==> config.mk <==
export PLATFORM = sky130hd
export DESIGN_NAME = mda_ctrl
export DESIGN_NICKNAME = d
export VERILOG_FILES = /design/src/rtl/mda_pkg.sv /design/src/rtl/mda_ctrl.sv
export SDC_FILE = /design/constraint.sdc
export NUM_CORES = 1
export LEC_CHECK = 0
export BUFFER_PORTS_ARGS = -buffer_cell sky130_fd_sc_hd__buf_2
export CORE_AREA = 3 3 40 42
export DETAILED_ROUTE_END_ITERATION = 10
export DIE_AREA = 0 0 43 45
export GPL_TIMING_DRIVEN = 0
export HOLD_SLACK_MARGIN = 0.03
export SETUP_SLACK_MARGIN = 0.3
export SLEW_MARGIN = 10
export SYNTH_ARGS = -nofsm -noshare
export SYNTH_HDL_FRONTEND = slang
export SYNTH_SLANG_ARGS = --single-unit
==> constraint.sdc <==
create_clock -name clk_i -period 4.76 [get_ports clk_i]
set_clock_uncertainty 0.2 [all_clocks]
set_input_delay 0.714 -clock clk_i [delete_from_list [all_inputs] [get_ports clk_i]]
set_output_delay 0.714 -clock clk_i [all_outputs]
set_load 0.03 [all_outputs]
==> src/rtl/mda_pkg.sv <==
// Shared types and constants for the multidimensional array access block.
`default_nettype none

package mda_pkg;

  // Number of index fields on the input word.
  localparam int PORT_DIMS = 4;
  // Width of one index field.
  localparam int IDX_W     = 4;
  // Width of one configured length, wide enough to hold a clamp of sixteen.
  localparam int LEN_W     = 5;
  // Width of the raw configuration data and raw length registers.
  localparam int CFG_W     = 4;
  // Width of the configuration register index.
  localparam int CFG_IDX_W = 3;
  // Width of the dimension count register.
  localparam int CNT_W     = 3;
  // Width of the dimension pointer.
  localparam int PTR_W     = 2;
  // Offset and stride width: a product of four lengths of up to sixteen.
  localparam int OFS_W     = 17;
  // Width of the element fields on the stream ports.
  localparam int VAL_W     = 16;

  // Reset values of the configuration registers.
  localparam logic [CNT_W-1:0] DIM_COUNT_RST = 3'd1;
  localparam logic [CFG_W-1:0] LENGTH_RST    = 4'd8;

  // Configuration register indexes.
  localparam logic [CFG_IDX_W-1:0] REG_DIM_COUNT = 3'd0;
  localparam logic [CFG_IDX_W-1:0] REG_LENGTH_0  = 3'd1;
  localparam logic [CFG_IDX_W-1:0] REG_LENGTH_1  = 3'd2;
  localparam logic [CFG_IDX_W-1:0] REG_LENGTH_2  = 3'd3;
  localparam logic [CFG_IDX_W-1:0] REG_LENGTH_3  = 3'd4;

  // Access kinds carried in tuser.
  localparam logic ACT_READ  = 1'b0;
  localparam logic ACT_WRITE = 1'b1;

  // Result status codes.
  localparam logic STAT_OK  = 1'b0;
  localparam logic STAT_BAD = 1'b1;

  typedef logic [LEN_W-1:0]        len_t;
  typedef len_t [PORT_DIMS-1:0]    len_arr_t;
  typedef logic [IDX_W-1:0]        idx_t;

  // Controller states.
  typedef enum logic [1:0] {
    ST_IDLE,
    ST_STEP,
    ST_ACCESS,
    ST_EMIT
  } ctrl_state_e;

  // Commands from the controller to the datapath.
  typedef struct packed {
    logic load;
    logic step;
    logic access;
    logic emit;
  } ctrl_cmd_t;

  // Status from the datapath to the controller.
  typedef struct packed {
    logic last_dim;
    logic out_free;
  } dp_status_t;

endpackage

`default_nettype wire

==> src/rtl/mda_ctrl.sv <==
// Controller state machine that sequences one access at a time.
`default_nettype none

module mda_ctrl (
  input  wire logic                 clk_i,
  input  wire logic                 rst_ni,
  input  wire logic                 in_valid_i,
  output logic                      in_ready_o,
  input  wire mda_pkg::dp_status_t  status_i,
  output mda_pkg::ctrl_cmd_t        cmd_o
);

  mda_pkg::ctrl_state_e state_q, state_d;

  // Next state.
  always_comb begin
    state_d = state_q;
    case (state_q)
      mda_pkg::ST_IDLE: begin
        if (in_valid_i) state_d = mda_pkg::ST_STEP;
      end
      mda_pkg::ST_STEP: begin
        if (status_i.last_dim) state_d = mda_pkg::ST_ACCESS;
      end
      mda_pkg::ST_ACCESS: begin
        state_d = mda_pkg::ST_EMIT;
      end
      mda_pkg::ST_EMIT: begin
        if (status_i.out_free) state_d = mda_pkg::ST_IDLE;
      end
      default: state_d = mda_pkg::ST_IDLE;
    endcase
  end

  always_ff @(posedge clk_i or negedge rst_ni) begin
    if (!rst_ni) begin
      state_q <= mda_pkg::ST_IDLE;
    end else begin
      state_q <= state_d;
    end
  end

  // Outputs.
  always_comb begin
    in_ready_o = 1'b0;
    cmd_o      = '0;
    case (state_q)
      mda_pkg::ST_IDLE: begin
        in_ready_o = 1'b1;
        cmd_o.load = in_valid_i;
      end
      mda_pkg::ST_STEP: begin
        cmd_o.step = 1'b1;
      end
      mda_pkg::ST_ACCESS: begin
        cmd_o.access = 1'b1;
      end
      mda_pkg::ST_EMIT: begin
        cmd_o.emit = status_i.out_free;
      end
      default: ;
    endcase
  end

`ifndef ASSERT_OFF
  // An accepted word is followed by the first dimension step.
  assert property (@(posedge clk_i) disable iff (!rst_ni)
    (in_valid_i && in_ready_o) |=> cmd_o.step)
    else $error("accepted word not followed by a dimension step");

  // The memory access comes right after the last dimension step.
  assert property (@(posedge clk_i) disable iff (!rst_ni)
    (cmd_o.step && status_i.last_dim) |=> cmd_o.access)
    else $error("memory access missing after last dimension");

  // No new word is taken while an access is in flight.
  assert property (@(posedge clk_i) disable iff (!rst_ni)
    (cmd_o.step || cmd_o.access) |-> !in_ready_o)
    else $error("input ready while an access is in flight");
`endif

endmodule

`default_nettype wire

==> reports/qor.yml <==
status:
  status: "finished, final reports clean"
global_routing:
  antenna_found_initial: 0
  overflow: 0
  grt_pass1_wl_um: 517
  grt_usage_pct: 4.41
  grt_pass1_vias: 142
  grt_max_degree: 5
critical_path:
  rrSetupSlack_ns: 2.96
  path_delay_family: "flip-flops"
  path_buf_inv: 2
  slowest_delay_ns: 0.39
  start_kind: "flop"
  critPathKind: "reg2out"
  crit_arrival_ns: 1.26
  cpMaxStageDelayCell: "dfrtp_1"
  crit_fanout: 4
  crit_chain: "inv_1 -> ha_1 -> and2_1 -> buf_2"
  crit_path_end_kind: "output port"
  required_ns: 3.85
clock_tree:
  cts_hold_buf: 0
  ctsHtreeMaxLevel: 1
  cts_tree: "yes"
  postCtsSetupRepairBufs: 0
  clock-sinks: 2
  clk_pin_slew_ns: 0.03
  clockBufferDepth: 2
  cts-resized-gates: 0
  cts_buffers: 3
  cts_root_buf: "clkbuf_4"
  clk-insertion-delay-late_ns: 0.22
timing:
  final_max_slew_viol_count: 0
  tightest_slew_ns: 0.471
  tns_ns: 0
  fin_crit_ns: 2.17
  setup_viol_count_final: 0
  timing.fmax_mhz: 461
  hold_violations: 0
  fin_crit_sh_pct: 45.6
  rsz0062_at_grt: "false"
  timing.slew.headroom_pct: 68.6
power_and_ir_drop:
  powerDensity_nw_per_um2: 738
  vdd_drop_max_mv: 0.226
  power_mw: 0.187
  p_leak_nw: 0.157
floorplan:
  dieHeight_um: 45
  num_rows: 13
  fp.dieW_um: 43
  start_util_pct: 13.0
  coreArea_um2: 1280
  fp.dieArea_um2: 1940
  pin_count: 10
synthesis:
  yosys_warnings: 0
  synth-compound-area-share_pct: 5.97
  syn-num-nets: 26
  yosys.area_share.xor_xnor_pct: 0
  yosys.area_share.adder_pct: 29.9
  synth_area_um2: 168
  ys_seq_elements: 2
  synthSimpleGateAreaFrac_pct: 10.4
  ys_seq_area_share_pct: 29.9
  syn_inst: 17
  yosysUniqueCellTypes: 9
  synth.area.mux_share_pct: 12.7
  avgSynthCellArea_um2: 9.86
  synth_top_family_by_area: "adder cells"
flow_run:
  drv_cap: 0
cells_and_area:
  diodes: 0
  final_layout_size_suffix_gt1_share_pct: 44.8
  final_net_count: 40
  fin_cells: 44
  final_cell_mix: "9 x buf_2, 5 x inv_1, 4 x ha_1, 3 x clkbuf_4, 2 x dfrtp_1"
  regMostFlops: "state_q"
  largest_reg_flops: 2
  layout_commonest_cell: "buf_2"
  top_regs: "state_q (2)"
  areaGrowthSynthToFinish_pct: 51.5
drt:
  ant_nets: 0
  vias: 145
  drtPass1Iterations: 4
  drc_errors: 0
  drt_wl_total_um: 359
  drtIter0Drc: 4
  detail_route.wl_per_cell_um: 8.16
  vias_per_cell: 3.30
placement:
  place_inst: 41
  portBuffers: 9
  place.gp.congestion: 0.600
min_path:
  hold_class: "in2async"
==> worst reg2reg max path, stage by stage (launching register included) <==
cell and delay [ns]:
dfrtp_1 0.38, inv_1 0.08, ha_1 0.19, a222oi_1 0.46
mux2_1 0.36
==> routing by layer <==
metal	GRT usage, %	up-vias	share of wire [%]
li1	-	77	-
met1	3.37	61	40
met2	5.69	7	44
met3	3.19	0	16
met4	7.23	0	0
met5	0	-	0
==> area by class of cell <==
type | count | area, um^2
clock buffers | 3 | 22.5
inverters | 5 | 18.8
fillers | 149 | 1030
flip-flops and latches | 2 | 50.0
multi-input cells | 10 | 98.8
well taps | 15 | 18.8
repair buffers | 9 | 45.0
==> logic make-up (layout without fill, tap and decap cells) <==
group / after synthesis / in the layout
adders and majority gates: 4 / 4
AOI/OAI and AO/OA: 1 / 1
buffers and inverters: 5 / 17
and+or+nand+nor: 3 / 3
DFF: 2 / 2
muxes: 2 / 2
==> power breakdown <==
group | total, mW | switching (mW) | internal, mW
Combinational | 0.115 | 0.0733 | 0.0421
Sequential | 0.0359 | 0.00886 | 0.0270
Clock | 0.0361 | 0.00845 | 0.0277
==> final timing paths <==
check                                start    endpoint  cells past startpoint
worst max-delay path            state_q[0]    cmd_o[3]                      4
worst min-delay path                rst_ni  state_q[0]                      1
worst max register to register  state_q[1]  state_q[1]                      4
max in group asynchronous           rst_ni  state_q[1]                      1
worst min register to register  state_q[1]  state_q[1]                      1
min in group clk_i              state_q[1]  state_q[1]                      1
==> metrics by stage <==
step	utilization, %	setup WS (ns)	hold slack [ns]	cell area, um^2
2_1_floorplan	-	2.65	0.218	168
3_3_place_gp	18.0	2.69	0.299	231
3_5_place_dp	18.0	2.69	0.302	231
4_1_cts	19.8	2.57	0.0678	254
5_1_grt	19.8	2.53	0.0717	254
6_report	19.8	2.59	0.0727	254
==> synthesized netlist by cell type (all sizes together) <==
cell    n  share of area (%)
dfrtp   2                 30
mux2i   1                6.0
and2    2                8.2
mux2    1                6.7
ha      4                 30
nor2    1                2.2
inv     5                 11
a222oi  1                6.0
(Power assumes the default switching activity.)
