$ cat src/rtl/mda_pkg.sv
// Shared types and constants for the multidimensional array access block.
`default_nettype none

package mda_pkg;

  // Number of index fields on the input word.
  localparam int PORT_DIMS = 4;
  // Width of one index field.
  localparam int IDX_W     = 4;
  // Width of one configured length, wide enough to hold a clamp of sixteen.
  localparam int LEN_W     = 5;
  // Width of the raw configuration data and raw length registers.
  localparam int CFG_W     = 4;
  // Width of the configuration register index.
  localparam int CFG_IDX_W = 3;
  // Width of the dimension count register.
  localparam int CNT_W     = 3;
  // Width of the dimension pointer.
  localparam int PTR_W     = 2;
  // Offset and stride width: a product of four lengths of up to sixteen.
  localparam int OFS_W     = 17;
  // Width of the element fields on the stream ports.
  localparam int VAL_W     = 16;

  // Reset values of the configuration registers.
  localparam logic [CNT_W-1:0] DIM_COUNT_RST = 3'd1;
  localparam logic [CFG_W-1:0] LENGTH_RST    = 4'd8;

  // Configuration register indexes.
  localparam logic [CFG_IDX_W-1:0] REG_DIM_COUNT = 3'd0;
  localparam logic [CFG_IDX_W-1:0] REG_LENGTH_0  = 3'd1;
  localparam logic [CFG_IDX_W-1:0] REG_LENGTH_1  = 3'd2;
  localparam logic [CFG_IDX_W-1:0] REG_LENGTH_2  = 3'd3;
  localparam logic [CFG_IDX_W-1:0] REG_LENGTH_3  = 3'd4;

  // Access kinds carried in tuser.
  localparam logic ACT_READ  = 1'b0;
  localparam logic ACT_WRITE = 1'b1;

  // Result status codes.
  localparam logic STAT_OK  = 1'b0;
  localparam logic STAT_BAD = 1'b1;

  typedef logic [LEN_W-1:0]        len_t;
  typedef len_t [PORT_DIMS-1:0]    len_arr_t;
  typedef logic [IDX_W-1:0]        idx_t;

  // Controller states.
  typedef enum logic [1:0] {
    ST_IDLE,
    ST_STEP,
    ST_ACCESS,
    ST_EMIT
  } ctrl_state_e;

  // Commands from the controller to the datapath.
  typedef struct packed {
    logic load;
    logic step;
    logic access;
    logic emit;
  } ctrl_cmd_t;

  // Status from the datapath to the controller.
  typedef struct packed {
    logic last_dim;
    logic out_free;
  } dp_status_t;

endpackage

`default_nettype wire

$ cat src/rtl/mda_cfg.sv
// Configuration registers with clamping of the dimension count and lengths.
`default_nettype none

module mda_cfg #(
  parameter int MAX_DIMS   = 4,
  parameter int MAX_LENGTH = 8
) (
  input  wire logic                             clk_i,
  input  wire logic                             rst_ni,
  input  wire logic                             cfg_valid_i,
  output logic                                  cfg_ready_o,
  input  wire logic [mda_pkg::CFG_IDX_W-1:0]    cfg_index_i,
  input  wire logic [mda_pkg::CFG_W-1:0]        cfg_data_i,
  output logic [mda_pkg::CNT_W-1:0]             dims_o,
  output mda_pkg::len_arr_t                     lengths_o
);

  localparam int DimsCap = (MAX_DIMS < mda_pkg::PORT_DIMS) ? MAX_DIMS : mda_pkg::PORT_DIMS;

  logic [mda_pkg::CNT_W-1:0] dim_count_q, dim_count_d;
  logic [mda_pkg::PORT_DIMS-1:0][mda_pkg::CFG_W-1:0] length_q, length_d;

  // Writes are taken in every cycle.
  assign cfg_ready_o = 1'b1;

  // Register write decode; indexes beyond the list are dropped.
  always_comb begin
    dim_count_d = dim_count_q;
    length_d    = length_q;
    if (cfg_valid_i) begin
      case (cfg_index_i)
        mda_pkg::REG_DIM_COUNT: dim_count_d = cfg_data_i[mda_pkg::CNT_W-1:0];
        mda_pkg::REG_LENGTH_0:  length_d[0] = cfg_data_i;
        mda_pkg::REG_LENGTH_1:  length_d[1] = cfg_data_i;
        mda_pkg::REG_LENGTH_2:  length_d[2] = cfg_data_i;
        mda_pkg::REG_LENGTH_3:  length_d[3] = cfg_data_i;
        default: ;
      endcase
    end
  end

  always_ff @(posedge clk_i or negedge rst_ni) begin
    if (!rst_ni) begin
      dim_count_q <= mda_pkg::DIM_COUNT_RST;
      length_q    <= {mda_pkg::PORT_DIMS{mda_pkg::LENGTH_RST}};
    end else begin
      dim_count_q <= dim_count_d;
      length_q    <= length_d;
    end
  end

  // A count of zero means one dimension; counts above the cap are capped.
  always_comb begin
    if (dim_count_q == '0) begin
      dims_o = mda_pkg::CNT_W'(1);
    end else if (dim_count_q > mda_pkg::CNT_W'(DimsCap)) begin
      dims_o = mda_pkg::CNT_W'(DimsCap);
    end else begin
      dims_o = dim_count_q;
    end
  end

  // Lengths above the maximum are taken as the maximum.
  always_comb begin
    for (int k = 0; k < mda_pkg::PORT_DIMS; k++) begin
      if (mda_pkg::LEN_W'(length_q[k]) > mda_pkg::LEN_W'(MAX_LENGTH)) begin
        lengths_o[k] = mda_pkg::LEN_W'(MAX_LENGTH);
      end else begin
        lengths_o[k] = mda_pkg::LEN_W'(length_q[k]);
      end
    end
  end

endmodule

`default_nettype wire

$ cat config.mk
export PLATFORM = sky130hd
export DESIGN_NAME = mda_cfg
export DESIGN_NICKNAME = d
export VERILOG_FILES = /design/src/rtl/mda_pkg.sv /design/src/rtl/mda_cfg.sv
export SDC_FILE = /design/constraint.sdc
export NUM_CORES = 1
export LEC_CHECK = 0
export ABC_AREA = 1
export BUFFER_PORTS_ARGS = -buffer_cell sky130_fd_sc_hd__buf_2
export CAP_MARGIN = 15
export CORE_ASPECT_RATIO = 1.2
export CORE_UTILIZATION = 43
export CTS_CLUSTER_SIZE = 20
export DETAILED_ROUTE_END_ITERATION = 6
export PLACE_DENSITY = 0.81
export SYNTH_ARGS = -nofsm -noshare
export SYNTH_HDL_FRONTEND = slang
export SYNTH_SLANG_ARGS = --single-unit
$ cat constraint.sdc
create_clock -name clk_i -period 0.85 [get_ports clk_i]
set_input_delay 0.255 -clock clk_i [delete_from_list [all_inputs] [get_ports clk_i]]
set_output_delay 0.255 -clock clk_i [all_outputs]
set_load 0.1 [all_outputs]
==> impl_metrics.csv <==
group,metric,value,unit
drt,postRouteAntennaNets,0,
worst_hold_path,hp-class,"in2reg",
cts,cts-root-to-sink-buffers,2,
global_route,grtUsageMet3,0.03960,
pwr,p_switching,2511,µW
sta,setup-violations-final,22,
logic_synthesis,syn_inst,134,
logic_synthesis,ys_seq_area_frac,0.4904,
finish,nets,189,
pwr,clockPowerShare,0.094,
critical_path,max_stage_delay,0.42,ns
cts,numCtsBuffers,3,
sta,setup_slack,-0.6777,ns
drt,routedWlPerCell,13.26,µm
finish,drive_gt1_frac,0.4663,
floorplanning,initial_utilization,0.4639,
logic_synthesis,synthFlopType,"dfrtp_1",
drt,drc,0,
finish,final_util,0.8245,
global_route,grt-ovfl-total,0,
logic_synthesis,synth.largest_area_cell,"dfrtp_1",
critical_path,ff2ff_setup_slack,-0.11,ns
critical_path,required,0.59,ns
logic_synthesis,synth_most_common_cell,"nand2_1",
pwr,p_leak,0.0008717,µW
pwr,p_comb_frac,0.645,
sta,hold_viol,0,
drt,firstDrtPassIters,4,
cts,insertion_delay,0.30,ns
global_route,grt_use_met1,0.3051,
logic_synthesis,synth_xor_area_frac,0,
logic_synthesis,yosys.area_share.adder,0,
global_route,grt_pass1_wl,4.319,mm
outcome,violations,"negative setup slack",
sta,timing.hold.ws,0.2163,ns
cts,htree_num_levels,1,
critical_path,path_class,"reg2out",
global_route,grt_antenna_before_repair,0,
critical_path,path_cells,"nor2_2 -> nand2_2 -> a21boi_4 -> buf_12",
drt,vias,1002,
logic_synthesis,yosys.area_share.simple,0.3605,
sta,rsz0062_at_grt,"yes",
pwr,ir_worst_vdd,2186,µV
cts,clock-sinks,19,
logic_synthesis,synth_top_family_by_area,"simple AND/OR/NAND/NOR gates",
pwr,p_per_area,2840,mW/mm²
logic_synthesis,synth_seq_cells,19,
sta,finalCritPeriodShare,1.797,
outcome,status,"finished, violations left",
logic_synthesis,yosys.cell_types.count,13,
placed_design,dp_hpwl,1.583,mm
floorplanning,fp.dieArea,0.002480,mm²
placed_design,placed_cell_area,0.001429,mm²
drt,wirelength,2.759,mm
pwr,seqPwrFrac,0.261,
sta,period_needed,1.528,ns
critical_path,start_kind,"flop",
floorplanning,pin_count,34,
logic_synthesis,netlist.area_leader.share,0.3567,
placed_design,place.gp.congestion,0.7996,
logic_synthesis,yosysWarnings,0,
floorplanning,rows,18,
pwr,p_sw_frac,0.5065,
global_route,grt_pass1_vias,930,
critical_path,cp_max_fo,3,
global_route,use_met2,0.4429,
global_route,grt_busiest_layer,"met2",
placed_design,portBuffers,28,
critical_path,arrival,1.27,ns
logic_synthesis,synth-edff-count,0,
finish,antenna_cells,0,
cts,cts_tree,"yes",
placed_design,place_worst_setup_slack,-0.3521,ns
floorplanning,die_x,45.63,µm
drt,drtIter0Drc,45,
run,cap_violations,0,
floorplanning,core_area,0.002117,mm²
logic_synthesis,ys_top_cells_by_area,"dfrtp_1 36%, nand2_1 18%, dfstp_2 13%",
logic_synthesis,synth_compound_area_frac,0.007643,
logic_synthesis,synthMuxAreaShare,0,
critical_path,crit_path_end_kind,"primary output",
logic_synthesis,synth_area_per_cell,7.330,µm²
pwr,internal_power,2446,µW
finish,layoutNonFillerInstCount,208,
finish,area_growth,77.71,%
sta,finClkSkew,0,ns
sta,drv_slew,0,
critical_path,critPathSlowestCell,"dfrtp_1",
global_route,grtUsageTotal,0.2547,
logic_synthesis,synth_common_cells,"46 x nand2_1, 19 x nand3_1, 17 x inv_1, 15 x nor2_1, 14 x dfrtp_1",
placed_design,dp.cells,195,
sta,fmax,0.6546,GHz
drt,vias_per_cell,4.817,
floorplanning,die_y,54.36,µm
finish,fin_area,0.001745,mm²
cts,clk_pin_slew,0.11,ns
cts,cts-root-buf,"clkbuf_4",
logic_synthesis,syn_area,982.2,µm²
global_route,grt_max_degree,20,
logic_synthesis,synth_async_sr_flop_share,1.000,
-- final timing paths --
path | from | cells after the start | end
max in group asynchronous | rst_ni | 2 | length_q[15]
min reg2reg | length_q[2] | 2 | length_q[2]
max | length_q[6] | 4 | lengths_o[6]
min in group asynchronous | rst_ni | 2 | length_q[5]
max reg2reg | length_q[15] | 4 | length_q[15]
min | cfg_data_i[3] | 3 | length_q[3]
-- flip-flops by register name, indices dropped and copies added (netlist names) --
signal and count:
length_q 16, dim_count_q 3
-- placed cells by master (no fill, tap or decap) --
master,netlist,final
dfrtp_1,14,13
nand3_1,19,19
nor2_4,1,14
buf_2,0,9
conb_1,2,5
dfstp_2,5,5
nand2_1,46,43
clkbuf_4,0,3
buf_6,1,11
a21boi_4,0,1
inv_1,17,14
inv_2,0,3
dfrtp_2,0,1
clkinv_2,0,1
buf_12,0,20
dlygate4sd3_1,0,1
nor2_2,3,5
buf_4,5,7
nand2_2,0,3
-- area by class of cell --
type	instances	area, µm²
timing repair buffer	48	631.9
multi-input combinational	90	501.7
sequential	19	483.0
fill	128	371.6
inverter	17	63.81
tap	30	37.54
clock buffer	3	22.52
clock inverter	1	5.005
-- power groups by stage --
stage	Clock (µW)	Combinational, µW	Sequential (µW)
2_1_floorplan	0	2100	1310
3_3_place_gp	0	2520	1300
3_5_place_dp	0	2550	1320
4_1_cts	480	3110	1270
5_1_grt	513	3300	1320
6_report	467	3200	1290
-- per-layer routing --
| metal | up-vias | part of all wire |
|---|---|---|
| met1 | 473 | 0.35 |
| met3 | 6 | 0.053 |
| li1 | 482 | - |
| met2 | 41 | 0.57 |
| met5 | - | 0 |
| met4 | 0 | 0.025 |
-- logic make-up after synthesis --
group,after synthesis
compound gates,1
buf+inv,28
flops,19
other cells,2
simple gates,84
-- critical path, delay by kind of cell (launching register included) --
kind | cells | cell delay, ns
AO/OA/AOI/OAI | 1 | 0.15
buffers and inverters | 1 | 0.19
flip-flops | 1 | 0.42
AND/OR/NAND/NOR | 2 | 0.19
-- through the flow --
| step | total power, µW | TNS [ns] |
|---|---|---|
| finish | 4957 | -11.60 |
| global route | 5129 | -12.37 |
| CTS | 4860 | -11.48 |
| detailed placement | 3866 | -8.122 |
| global placement | 3819 | -7.657 |
| floorplan | 3411 | -5.598 |
-- what timing repair did --
item / CTS / global route
hold buffers: 1 / 0
setup buffers: 7 / 3
endpoints found under the hold margin: 14 / 0
endpoints found under the setup margin: 22 / 23
pin swaps: 5 / 3
gates resized for setup: 54 / 10
Power figures use the tool's default switching activity.
